`config.mk`:
```
export PLATFORM = sky130hd
export DESIGN_NAME = morse_code_decoder_unit
export DESIGN_NICKNAME = d
export VERILOG_FILES = /design/src/mcd_pkg.sv /design/src/mcd_front.sv /design/src/mcd_queue.sv /design/src/mcd_back.sv /design/src/morse_code_decoder_unit.sv
export VERILOG_INCLUDE_DIRS = /design/src /design/src/src
export SDC_FILE = /design/constraint.sdc
export NUM_CORES = 1
export LEC_CHECK = 0
export BUFFER_PORTS_ARGS = -buffer_cell sky130_fd_sc_hd__buf_2
export CORE_ASPECT_RATIO = 1.4
export CORE_MARGIN = 4
export CORE_UTILIZATION = 40
export CTS_CLUSTER_DIAMETER = 40
export DETAILED_ROUTE_END_ITERATION = 16
export GPL_TIMING_DRIVEN = 0
export HOLD_SLACK_MARGIN = 0.15
export PLACE_DENSITY = 0.63
export SYNTH_ARGS = -nofsm -noshare
export SYNTH_HDL_FRONTEND = slang
export SYNTH_SLANG_ARGS = --single-unit
export TNS_END_PERCENT = 1
```
`constraint.sdc`:
```
create_clock -name i_clk -period 15 [get_ports i_clk]
set_input_delay 0 -clock i_clk [delete_from_list [all_inputs] [get_ports i_clk]]
set_output_delay 0 -clock i_clk [all_outputs]
set_load 0.05 [all_outputs]
```
`src/morse_code_decoder_unit_assert.svh`:
```
// ----------------------------------------------------------------------------
// Assertion macros for the Morse decoder
// Concurrent checks on i_clk; compiled out when ASSERT_OFF is defined.
// ----------------------------------------------------------------------------
`ifndef MORSE_CODE_DECODER_UNIT_ASSERT_SVH
`define MORSE_CODE_DECODER_UNIT_ASSERT_SVH

`ifndef ASSERT_OFF
// checked outside reset only
`define MCD_ASSERT(label, prop) \
    label: assert property (@(posedge i_clk) disable iff (!i_rst_n) prop) \
        else $error("mcd assertion failed");
// checked at every edge, reset included
`define MCD_ASSERT_ALWAYS(label, prop) \
    label: assert property (@(posedge i_clk) prop) \
        else $error("mcd assertion failed");
`else
`define MCD_ASSERT(label, prop)
`define MCD_ASSERT_ALWAYS(label, prop)
`endif

`endif

```
`src/mcd_pkg.sv`:
```
// ----------------------------------------------------------------------------
// Morse decoder package
// Shared types, register indexes, status codes and the character table.
// ----------------------------------------------------------------------------
package mcd_pkg;

    localparam int CFG_IDX_W = 2;
    localparam int CFG_DAT_W = 24;

    localparam logic [CFG_IDX_W-1:0] REG_UNIT_TICKS     = 2'd0;
    localparam logic [CFG_IDX_W-1:0] REG_IDLE_GAP_LIMIT = 2'd1;

    localparam logic [23:0] UNIT_TICKS_RST     = 24'd1000;
    localparam logic [7:0]  IDLE_GAP_LIMIT_RST = 8'd20;

    localparam logic [1:0] ST_OK       = 2'd0;
    localparam logic [1:0] ST_UNKNOWN  = 2'd1;
    localparam logic [1:0] ST_TIMEOUT  = 2'd2;
    localparam logic [1:0] ST_TOO_MANY = 2'd3;

    localparam logic [2:0] MAX_ELEMENTS = 3'd5;

    localparam logic [6:0] CH_A    = 7'h41;
    localparam logic [6:0] CH_0    = 7'h30;
    localparam logic [6:0] CH_NONE = 7'h00;

    localparam int QUEUE_DEPTH = 4;
    localparam int QUEUE_AW    = 2;

    // one event handed from the front to the back
    typedef struct packed {
        logic       timeout;
        logic       too_many;
        logic [2:0] count;
        logic [4:0] pattern;
    } t_evt;

    // element count and pattern (element i in bit i, dash = 1) to ASCII
    function automatic logic [6:0] morse_lookup(input logic [2:0] count,
                                                input logic [4:0] pattern);
        logic [6:0] ch;
        ch = CH_NONE;
        case ({count, pattern})
            {3'd2, 5'd2}:  ch = CH_A + 7'd0;
            {3'd4, 5'd1}:  ch = CH_A + 7'd1;
            {3'd4, 5'd5}:  ch = CH_A + 7'd2;
            {3'd3, 5'd1}:  ch = CH_A + 7'd3;
            {3'd1, 5'd0}:  ch = CH_A + 7'd4;
            {3'd4, 5'd4}:  ch = CH_A + 7'd5;
            {3'd3, 5'd3}:  ch = CH_A + 7'd6;
            {3'd4, 5'd0}:  ch = CH_A + 7'd7;
            {3'd2, 5'd0}:  ch = CH_A + 7'd8;
            {3'd4, 5'd14}: ch = CH_A + 7'd9;
            {3'd3, 5'd5}:  ch = CH_A + 7'd10;
            {3'd4, 5'd2}:  ch = CH_A + 7'd11;
            {3'd2, 5'd3}:  ch = CH_A + 7'd12;
            {3'd2, 5'd1}:  ch = CH_A + 7'd13;
            {3'd3, 5'd7}:  ch = CH_A + 7'd14;
            {3'd4, 5'd6}:  ch = CH_A + 7'd15;
            {3'd4, 5'd11}: ch = CH_A + 7'd16;
            {3'd3, 5'd2}:  ch = CH_A + 7'd17;
            {3'd3, 5'd0}:  ch = CH_A + 7'd18;
            {3'd1, 5'd1}:  ch = CH_A + 7'd19;
            {3'd3, 5'd4}:  ch = CH_A + 7'd20;
            {3'd4, 5'd8}:  ch = CH_A + 7'd21;
            {3'd3, 5'd6}:  ch = CH_A + 7'd22;
            {3'd4, 5'd9}:  ch = CH_A + 7'd23;
            {3'd4, 5'd13}: ch = CH_A + 7'd24;
            {3'd4, 5'd3}:  ch = CH_A + 7'd25;
            {3'd5, 5'd31}: ch = CH_0 + 7'd0;
            {3'd5, 5'd30}: ch = CH_0 + 7'd1;
            {3'd5, 5'd28}: ch = CH_0 + 7'd2;
            {3'd5, 5'd24}: ch = CH_0 + 7'd3;
            {3'd5, 5'd16}: ch = CH_0 + 7'd4;
            {3'd5, 5'd0}:  ch = CH_0 + 7'd5;
            {3'd5, 5'd1}:  ch = CH_0 + 7'd6;
            {3'd5, 5'd3}:  ch = CH_0 + 7'd7;
            {3'd5, 5'd7}:  ch = CH_0 + 7'd8;
            {3'd5, 5'd15}: ch = CH_0 + 7'd9;
            default:       ch = CH_NONE;
        endcase
        return ch;
    endfunction

endpackage

```
`src/mcd_front.sv`:
```
// ----------------------------------------------------------------------------
// Morse decoder front end
// Times marks and spaces, collects elements and emits character or timeout
// events; also holds the configuration registers.
// ----------------------------------------------------------------------------
module mcd_front #(
    parameter int COUNTER_WIDTH = 26
) (
    input  logic                          i_clk,
    input  logic                          i_rst_n,
    input  logic                          i_accept,
    input  logic                          i_line_level,
    input  logic                          i_cfg_we,
    input  logic [mcd_pkg::CFG_IDX_W-1:0] i_cfg_index,
    input  logic [mcd_pkg::CFG_DAT_W-1:0] i_cfg_data,
    output logic                          o_push,
    output mcd_pkg::t_evt                 o_evt
);
    import mcd_pkg::*;

    localparam int CMP_W = (COUNTER_WIDTH > 25) ? COUNTER_WIDTH : 25;

    logic [23:0]              r_unit;
    logic [7:0]               r_limit;
    logic [COUNTER_WIDTH-1:0] r_space, n_space;
    logic [COUNTER_WIDTH-1:0] r_mark,  n_mark;
    logic                     r_in_char, n_in_char;
    logic [7:0]               r_idle, n_idle;
    logic [2:0]               r_elems, n_elems;
    logic [4:0]               r_pat, n_pat;
    logic                     r_too_many, n_too_many;

    logic [24:0]              twice;
    logic [COUNTER_WIDTH-1:0] sp_base;
    logic [COUNTER_WIDTH-1:0] sp_inc;
    logic                     dash;
    logic                     gap;

    assign twice   = {r_unit, 1'b0};
    assign dash    = CMP_W'(r_mark) >= CMP_W'(twice);
    // first space sample after a mark restarts the space run
    assign sp_base = (r_mark != '0) ? '0 : r_space;
    assign sp_inc  = (&sp_base) ? sp_base : sp_base + 1'b1;
    assign gap     = CMP_W'(sp_inc) > CMP_W'(twice);

    always_comb begin
        n_space    = r_space;
        n_mark     = r_mark;
        n_in_char  = r_in_char;
        n_idle     = r_idle;
        n_elems    = r_elems;
        n_pat      = r_pat;
        n_too_many = r_too_many;
        o_push     = 1'b0;
        o_evt      = '0;
        if (i_accept) begin
            if (i_line_level) begin
                if (!(&r_mark)) begin
                    n_mark = r_mark + 1'b1;
                end
                n_space = '0;
            end else begin
                if (r_mark != '0) begin
                    if (r_elems < MAX_ELEMENTS) begin
                        if (dash) begin
                            n_pat = r_pat | (5'd1 << r_elems);
                        end
                        n_elems = r_elems + 3'd1;
                    end else begin
                        n_too_many = 1'b1;
                    end
                    n_in_char = 1'b1;
                    n_mark    = '0;
                end
                n_space = sp_inc;
                if (gap) begin
                    n_space = '0;
                    if (n_in_char) begin
                        o_push       = 1'b1;
                        o_evt.too_many = n_too_many;
                        o_evt.count  = n_elems;
                        o_evt.pattern = n_pat;
                        n_in_char  = 1'b0;
                        n_elems    = '0;
                        n_pat      = '0;
                        n_too_many = 1'b0;
                        n_idle     = '0;
                    end else if (r_idle >= r_limit) begin
                        o_push        = 1'b1;
                        o_evt.timeout = 1'b1;
                        n_idle        = '0;
                    end else begin
                        n_idle = r_idle + 8'd1;
                    end
                end
            end
        end
    end

    always_ff @(posedge i_clk) begin
        if (!i_rst_n) begin
            r_unit     <= UNIT_TICKS_RST;
            r_limit    <= IDLE_GAP_LIMIT_RST;
            r_space    <= '0;
            r_mark     <= '0;
            r_in_char  <= 1'b0;
            r_idle     <= '0;
            r_elems    <= '0;
            r_pat      <= '0;
            r_too_many <= 1'b0;
        end else begin
            r_space    <= n_space;
            r_mark     <= n_mark;
            r_in_char  <= n_in_char;
            r_idle     <= n_idle;
            r_elems    <= n_elems;
            r_pat      <= n_pat;
            r_too_many <= n_too_many;
            if (i_cfg_we) begin
                case (i_cfg_index)
                    REG_UNIT_TICKS:     r_unit  <= i_cfg_data;
                    REG_IDLE_GAP_LIMIT: r_limit <= i_cfg_data[7:0];
                    default: ;
                endcase
            end
        end
    end

endmodule

```
`src/mcd_queue.sv`:
```
// ----------------------------------------------------------------------------
// Morse decoder event queue
// Small FIFO between the front end and the output stage.
// ----------------------------------------------------------------------------
`include "morse_code_decoder_unit_assert.svh"

module mcd_queue (
    input  logic          i_clk,
    input  logic          i_rst_n,
    input  logic          i_push,
    input  mcd_pkg::t_evt i_evt,
    input  logic          i_pop,
    output logic          o_full,
    output logic          o_valid,
    output mcd_pkg::t_evt o_evt
);
    import mcd_pkg::*;

    t_evt                r_mem [QUEUE_DEPTH];
    logic [QUEUE_AW-1:0] r_wr, r_rd;
    logic [QUEUE_AW:0]   r_cnt;

    assign o_full  = (r_cnt == (QUEUE_AW+1)'(QUEUE_DEPTH));
    assign o_valid = (r_cnt != '0);
    assign o_evt   = r_mem[r_rd];

    always_ff @(posedge i_clk) begin
        if (i_push) begin
            r_mem[r_wr] <= i_evt;
        end
    end

    always_ff @(posedge i_clk) begin
        if (!i_rst_n) begin
            r_wr  <= '0;
            r_rd  <= '0;
            r_cnt <= '0;
        end else begin
            if (i_push) begin
                r_wr <= r_wr + 1'b1;
            end
            if (i_pop) begin
                r_rd <= r_rd + 1'b1;
            end
            case ({i_push, i_pop})
                2'b10:   r_cnt <= r_cnt + 1'b1;
                2'b01:   r_cnt <= r_cnt - 1'b1;
                default: r_cnt <= r_cnt;
            endcase
        end
    end

    `MCD_ASSERT(a_cnt_bound, r_cnt <= (QUEUE_AW+1)'(QUEUE_DEPTH))
    `MCD_ASSERT(a_no_push_full, i_push |-> !o_full)
    `MCD_ASSERT(a_no_pop_empty, i_pop |-> o_valid)

endmodule

```
`src/mcd_back.sv`:
```
// ----------------------------------------------------------------------------
// Morse decoder output stage
// Decodes queued events through the character table into the output register.
// ----------------------------------------------------------------------------
`include "morse_code_decoder_unit_assert.svh"

module mcd_back (
    input  logic          i_clk,
    input  logic          i_rst_n,
    input  logic          i_q_valid,
    input  mcd_pkg::t_evt i_q_evt,
    output logic          o_pop,
    input  logic          i_out_stall,
    output logic          o_out_valid,
    output logic [6:0]    o_char_code,
    output logic [1:0]    o_status,
    output logic [2:0]    o_element_count,
    output logic [4:0]    o_element_pattern
);
    import mcd_pkg::*;

    logic       r_valid;
    logic [6:0] r_code;
    logic [1:0] r_status;
    logic [2:0] r_count;
    logic [4:0] r_pat;

    logic       load;
    logic [6:0] lut_code;
    logic [6:0] n_code;
    logic [1:0] n_status;

    assign load     = !r_valid || !i_out_stall;
    assign o_pop    = i_q_valid && load;
    assign lut_code = morse_lookup(i_q_evt.count, i_q_evt.pattern);

    always_comb begin
        n_code   = CH_NONE;
        n_status = ST_OK;
        if (i_q_evt.timeout) begin
            n_status = ST_TIMEOUT;
        end else if (i_q_evt.too_many) begin
            n_status = ST_TOO_MANY;
        end else if (lut_code == CH_NONE) begin
            n_status = ST_UNKNOWN;
        end else begin
            n_code = lut_code;
        end
    end

    always_ff @(posedge i_clk) begin
        if (!i_rst_n) begin
            r_valid <= 1'b0;
        end else if (load) begin
            r_valid <= i_q_valid;
        end
    end

    // payload holds while stalled
    always_ff @(posedge i_clk) begin
        if (o_pop) begin
            r_code   <= n_code;
            r_status <= n_status;
            r_count  <= i_q_evt.count;
            r_pat    <= i_q_evt.pattern;
        end
    end

    assign o_out_valid       = r_valid;
    assign o_char_code       = r_code;
    assign o_status          = r_status;
    assign o_element_count   = r_count;
    assign o_element_pattern = r_pat;

    `MCD_ASSERT(a_pop_fills, o_pop |=> r_valid)
    `MCD_ASSERT(a_timeout_blank,
        (r_valid && r_status == ST_TIMEOUT) |-> (r_code == CH_NONE && r_count == 3'd0))
    `MCD_ASSERT(a_code_ok, (r_valid && r_code != CH_NONE) |-> r_status == ST_OK)

endmodule

```
`src/morse_code_decoder_unit.sv`:
```
// ----------------------------------------------------------------------------
// Morse code decoder unit
// Times line samples into dots, dashes and gaps and reports decoded letters,
// digits, unknown patterns, overlong characters and idle timeouts.
// ----------------------------------------------------------------------------
// Throughput: one line sample per cycle while the event queue is not full;
//   the front end finishes each sample in the cycle it is accepted.
// The closing sample's event is written into the event queue at the edge that
//   takes it, then loaded into the output register when the output stage loads.
// Input stalls only when the four-entry event queue is full. Synchronous
//   active-low reset restores unit 1000, idle limit 20, clears control state.
module morse_code_decoder_unit #(
    parameter int COUNTER_WIDTH = 26
) (
    input  logic                          i_clk,
    input  logic                          i_rst_n,
    input  logic                          i_in_valid,
    output logic                          o_in_stall,
    input  logic                          i_line_level,
    output logic                          o_out_valid,
    input  logic                          i_out_stall,
    output logic [6:0]                    o_char_code,
    output logic [1:0]                    o_status,
    output logic [2:0]                    o_element_count,
    output logic [4:0]                    o_element_pattern,
    input  logic                          i_cfg_valid,
    output logic                          o_cfg_ready,
    input  logic [mcd_pkg::CFG_IDX_W-1:0] i_cfg_index,
    input  logic [mcd_pkg::CFG_DAT_W-1:0] i_cfg_data
);
    import mcd_pkg::*;

    logic accept;
    logic push;
    logic pop;
    logic q_full;
    logic q_valid;
    t_evt f_evt;
    t_evt q_evt;

    assign o_cfg_ready = 1'b1;
    assign o_in_stall  = q_full;
    assign accept      = i_in_valid && !q_full;

    mcd_front #(
        .COUNTER_WIDTH(COUNTER_WIDTH)
    ) u_front (
        .i_clk        (i_clk),
        .i_rst_n      (i_rst_n),
        .i_accept     (accept),
        .i_line_level (i_line_level),
        .i_cfg_we     (i_cfg_valid && o_cfg_ready),
        .i_cfg_index  (i_cfg_index),
        .i_cfg_data   (i_cfg_data),
        .o_push       (push),
        .o_evt        (f_evt)
    );

    mcd_queue u_queue (
        .i_clk   (i_clk),
        .i_rst_n (i_rst_n),
        .i_push  (push),
        .i_evt   (f_evt),
        .i_pop   (pop),
        .o_full  (q_full),
        .o_valid (q_valid),
        .o_evt   (q_evt)
    );

    mcd_back u_back (
        .i_clk             (i_clk),
        .i_rst_n           (i_rst_n),
        .i_q_valid         (q_valid),
        .i_q_evt           (q_evt),
        .o_pop             (pop),
        .i_out_stall       (i_out_stall),
        .o_out_valid       (o_out_valid),
        .o_char_code       (o_char_code),
        .o_status          (o_status),
        .o_element_count   (o_element_count),
        .o_element_pattern (o_element_pattern)
    );

endmodule

```
==> impl_metrics.toml <==
[cells_and_area]
final_layout_size_suffix_gt1_share_pct = 10.1
fin_util_pct = 47.4
final_common_cell = "nand2_1"
layout_common_cells = "nand2_1, dfxtp_1, nor2_1, ha_1, inv_1"
diodes = 0
fill_cells = 2280
final_nets = 1254
synthToLayoutAreaGrowth_pct = 15.6
design_area_sq_um = 11100

[outcome]
run_status = "completed"

[worst_setup_path]
crit-reg2reg-capture = "u_queue.r_cnt[2]$_SDFFE_PN0P_"
start_kind = "flip-flop"
r2r_cells = 29
worstPathMaxFanout = 10
cp.arrival_ps = 8270
crit_type = "flip-flop to flip-flop"
slowest_stage = "nor4_1"
critPathTopFamily = "simple AND/OR/NAND/NOR gates"
required_ps = 15360
cp-end-kind = "flip-flop"
cp_num_buf_inv = 4
timing.reg2reg.setup_slack_ps = 7090
slowest_delay_ps = 600
r2r-start = "u_front.r_mark[2]$_SDFFE_PN0P_"

[logic_synthesis]
synthesis.area_sq_um = 9580
synth_cell_types = 74
ys.flop_type = "dfxtp_1"
synth_xor_area_share_pct = 4.12
syn_nets = 1158
syn_avg_cell_area_sq_um = 9.08
synth_compound_area_share_pct = 14.8
ys_seq_area_share_pct = 41.3
synthCells = 1055
muxShareOfSynthArea_pct = 3.07
yosysWarnings = 0
synth-seq-cells = 169
synth_top_family_by_area = "simple AND/OR/NAND/NOR gates"
synth-simple-area-share_pct = 23.0
synthAdderAreaFrac_pct = 9.36
synth-edff-count = 57
async_flop_share_pct = 0

[global_routing]
gr-usage-met2_pct = 36.6
antenna_found_initial = 0
grt-ovfl-total = 0
grt_pass1_wl_um = 40100
grt_max_degree = 18
grt_util_met1_pct = 19.3
globalRouteTotalUtil_pct = 18.7
use_met3_pct = 2.68
grt_busiest_layer = "met2"
grt_pass1_vias = 8006

[timing]
finalHoldViolations = 0
drv_slew = 0
finalSetupViolCount = 0
period_share_pct = 52.7
max_freq_mhz = 126
fin_worst_skew_ps = 9.62
worst_pin_slew_ps = 968
post-route-min-period_ps = 7910
final.setup.tns_ps = 0
slew-limit-headroom_pct = 35.2
grt_setup_unrepaired = "no"
fin_ws_ps = 7090

[clock_tree]
numCtsBuffers = 17
cts.sinks = 169
clk_path_buf_depth = 2
cts_resized = 0
root_buffer = "clkbuf_16"
cts.htree.levels = 4
tritoncts = "done"
clk_pin_slew_ps = 70
post-cts-setup-buffers = 0
clk-insertion-delay-late_ps = 430

[drt]
wire_per_inst_um = 16.8
viasPerCell = 5.41
drt_wl_total_um = 24700
final_antenna_net_count = 0
route.detailed.drc = 0
vias = 7960
drtIter0Drc = 418
drt_first_pass_iters = 5

[run]
max_cap_violations = 0

[min_path]
min_delay_path_depth = 3
hold_class = "input port to flip-flop"
hold_path_end = "u_front.r_mark[23]$_SDFFE_PN0P_"
hp-start = "i_rst_n"

[die]
die_h_um = 191
dieArea_sq_um = 26500
initial_core_util_pct = 41.0
io_pins = 52
rows = 66
chipWidth_um = 139
core_sq_um = 23400

[pwr]
leakage_nw = 4.19
finalPower_mw = 1.41
power_density_nw_per_um2 = 128
peakVddDrop_v = 0.000112

[placed_design]
dpl-instance-area_sq_um = 10200
place_ws_ps = 7060
gp_congestion = 0.937
numPortBuffers = 50
hpwlAfterDp_um = 19000
how the worst max path moves through the flow:
stage	from	endpoint	slack [ps]	cells past startpoint
after global routing	u_front.r_mark[2]$_SDFFE_PN0P_	u_queue.r_cnt[2]$_SDFFE_PN0P_	6150	29
after CTS	u_front.r_mark[2]$_SDFFE_PN0P_	u_queue.r_mem[0][0]$_DFFE_PP_	7020	24
after global placement	u_front.r_mark[2]$_SDFFE_PN0P_	u_queue.r_mem[0][5]$_DFFE_PP_	7100	24
after floorplan	u_front.r_mark[2]$_SDFFE_PN0P_	u_queue.r_cnt[2]$_SDFFE_PN0P_	8700	29
final	u_front.r_mark[2]$_SDFFE_PN0P_	u_queue.r_cnt[2]$_SDFFE_PN0P_	7090	29
after detailed placement	u_front.r_mark[2]$_SDFFE_PN0P_	u_queue.r_cnt[2]$_SDFFE_PN0P_	7060	29
sequential cells by signal, summed over array words and instances, names as in the netlist, 3 cells and up, named ones only:
signal,cells
u_front.r_idle,8
u_queue.r_cnt,3
u_front.r_limit,8
u_front.r_pat,5
u_back.o_char_code,7
u_back.o_element_count,3
u_back.o_element_pattern,5
u_front.r_mark,26
u_queue.r_mem,40
u_front.r_elems,3
u_front.r_space,26
u_front.r_unit,24
worst register-to-register path, delay by kind of cell, from the launching register on:
family                     cells  cell delay, ps
adders and majority gates      4            1110
DFF                            1             320
buffers and inverters          4             830
AOI/OAI and AO/OA              7            1720
xor gates and xnor gates       2             360
and+or+nand+nor               12            3500
Yosys cell counts, types with 20 or more instances:
master / count / area (sq um)
o21ai_0: 44 / 220
nand3_1: 33 / 165
nor2b_1: 33 / 206
a21boi_0: 30 / 225
and3_1: 22 / 138
dfxtp_1: 112 / 2240
ha_1: 70 / 876
a21oi_1: 38 / 190
inv_1: 60 / 225
and2_1: 21 / 131
xnor2_1: 20 / 175
clkbuf_1: 35 / 131
nand4_1: 30 / 188
edfxtp_1: 57 / 1710
nor2_1: 96 / 360
nand2_1: 117 / 439
xor2_1: 25 / 219
kinds of logic after synthesis:
logic type,after synthesis
simple gates,432
fa+ha+maj,71
other cells,1
mux,18
buf+inv,107
xor+xnor,45
compound gates,212
flops,169
area by class of cell:
cell class | count | area (sq um) | area share [%]
plain buffers | 46 | 190 | 1.72
clock buffers | 18 | 439 | 3.97
clock inverters | 14 | 146 | 1.32
inverters | 61 | 229 | 2.07
multi-input cells | 779 | 5210 | 47.0
flip-flops and latches | 169 | 3950 | 35.7
well taps | 306 | 383 | 3.46
repair buffers | 77 | 526 | 4.75
routing by layer:
layer  up-vias  wire length, um
met5         -                0
met4         0              987
met3        69              638
met2       157            13600
met1      3764             9530
li1       3970                -
timing repair:
item / 4_1_cts / 5_1_grt
endpoints found under the setup margin: 0 / 0
endpoints found under the hold margin: 38 / 0
hold buffers: 26 / 0
stage by stage:
| step | instances | hold slack [ps] |
|---|---|---|
| 2_1_floorplan | 1055 | 139 |
| 3_5_place_dp | 1412 | 243 |
| 3_3_place_gp | 1411 | 245 |
| 5_1_grt | 1470 | 202 |
| 4_1_cts | 1470 | 154 |
| 6_report | 1470 | 166 |
where the power goes:
| group | total, mW | internal (mW) | switching (mW) |
|---|---|---|---|
| Combinational | 0.433 | 0.134 | 0.299 |
| Clock | 0.444 | 0.251 | 0.193 |
| Sequential | 0.536 | 0.522 | 0.0145 |
| Total | 1.41 | 0.906 | 0.506 |
(Power assumes the default switching activity.)
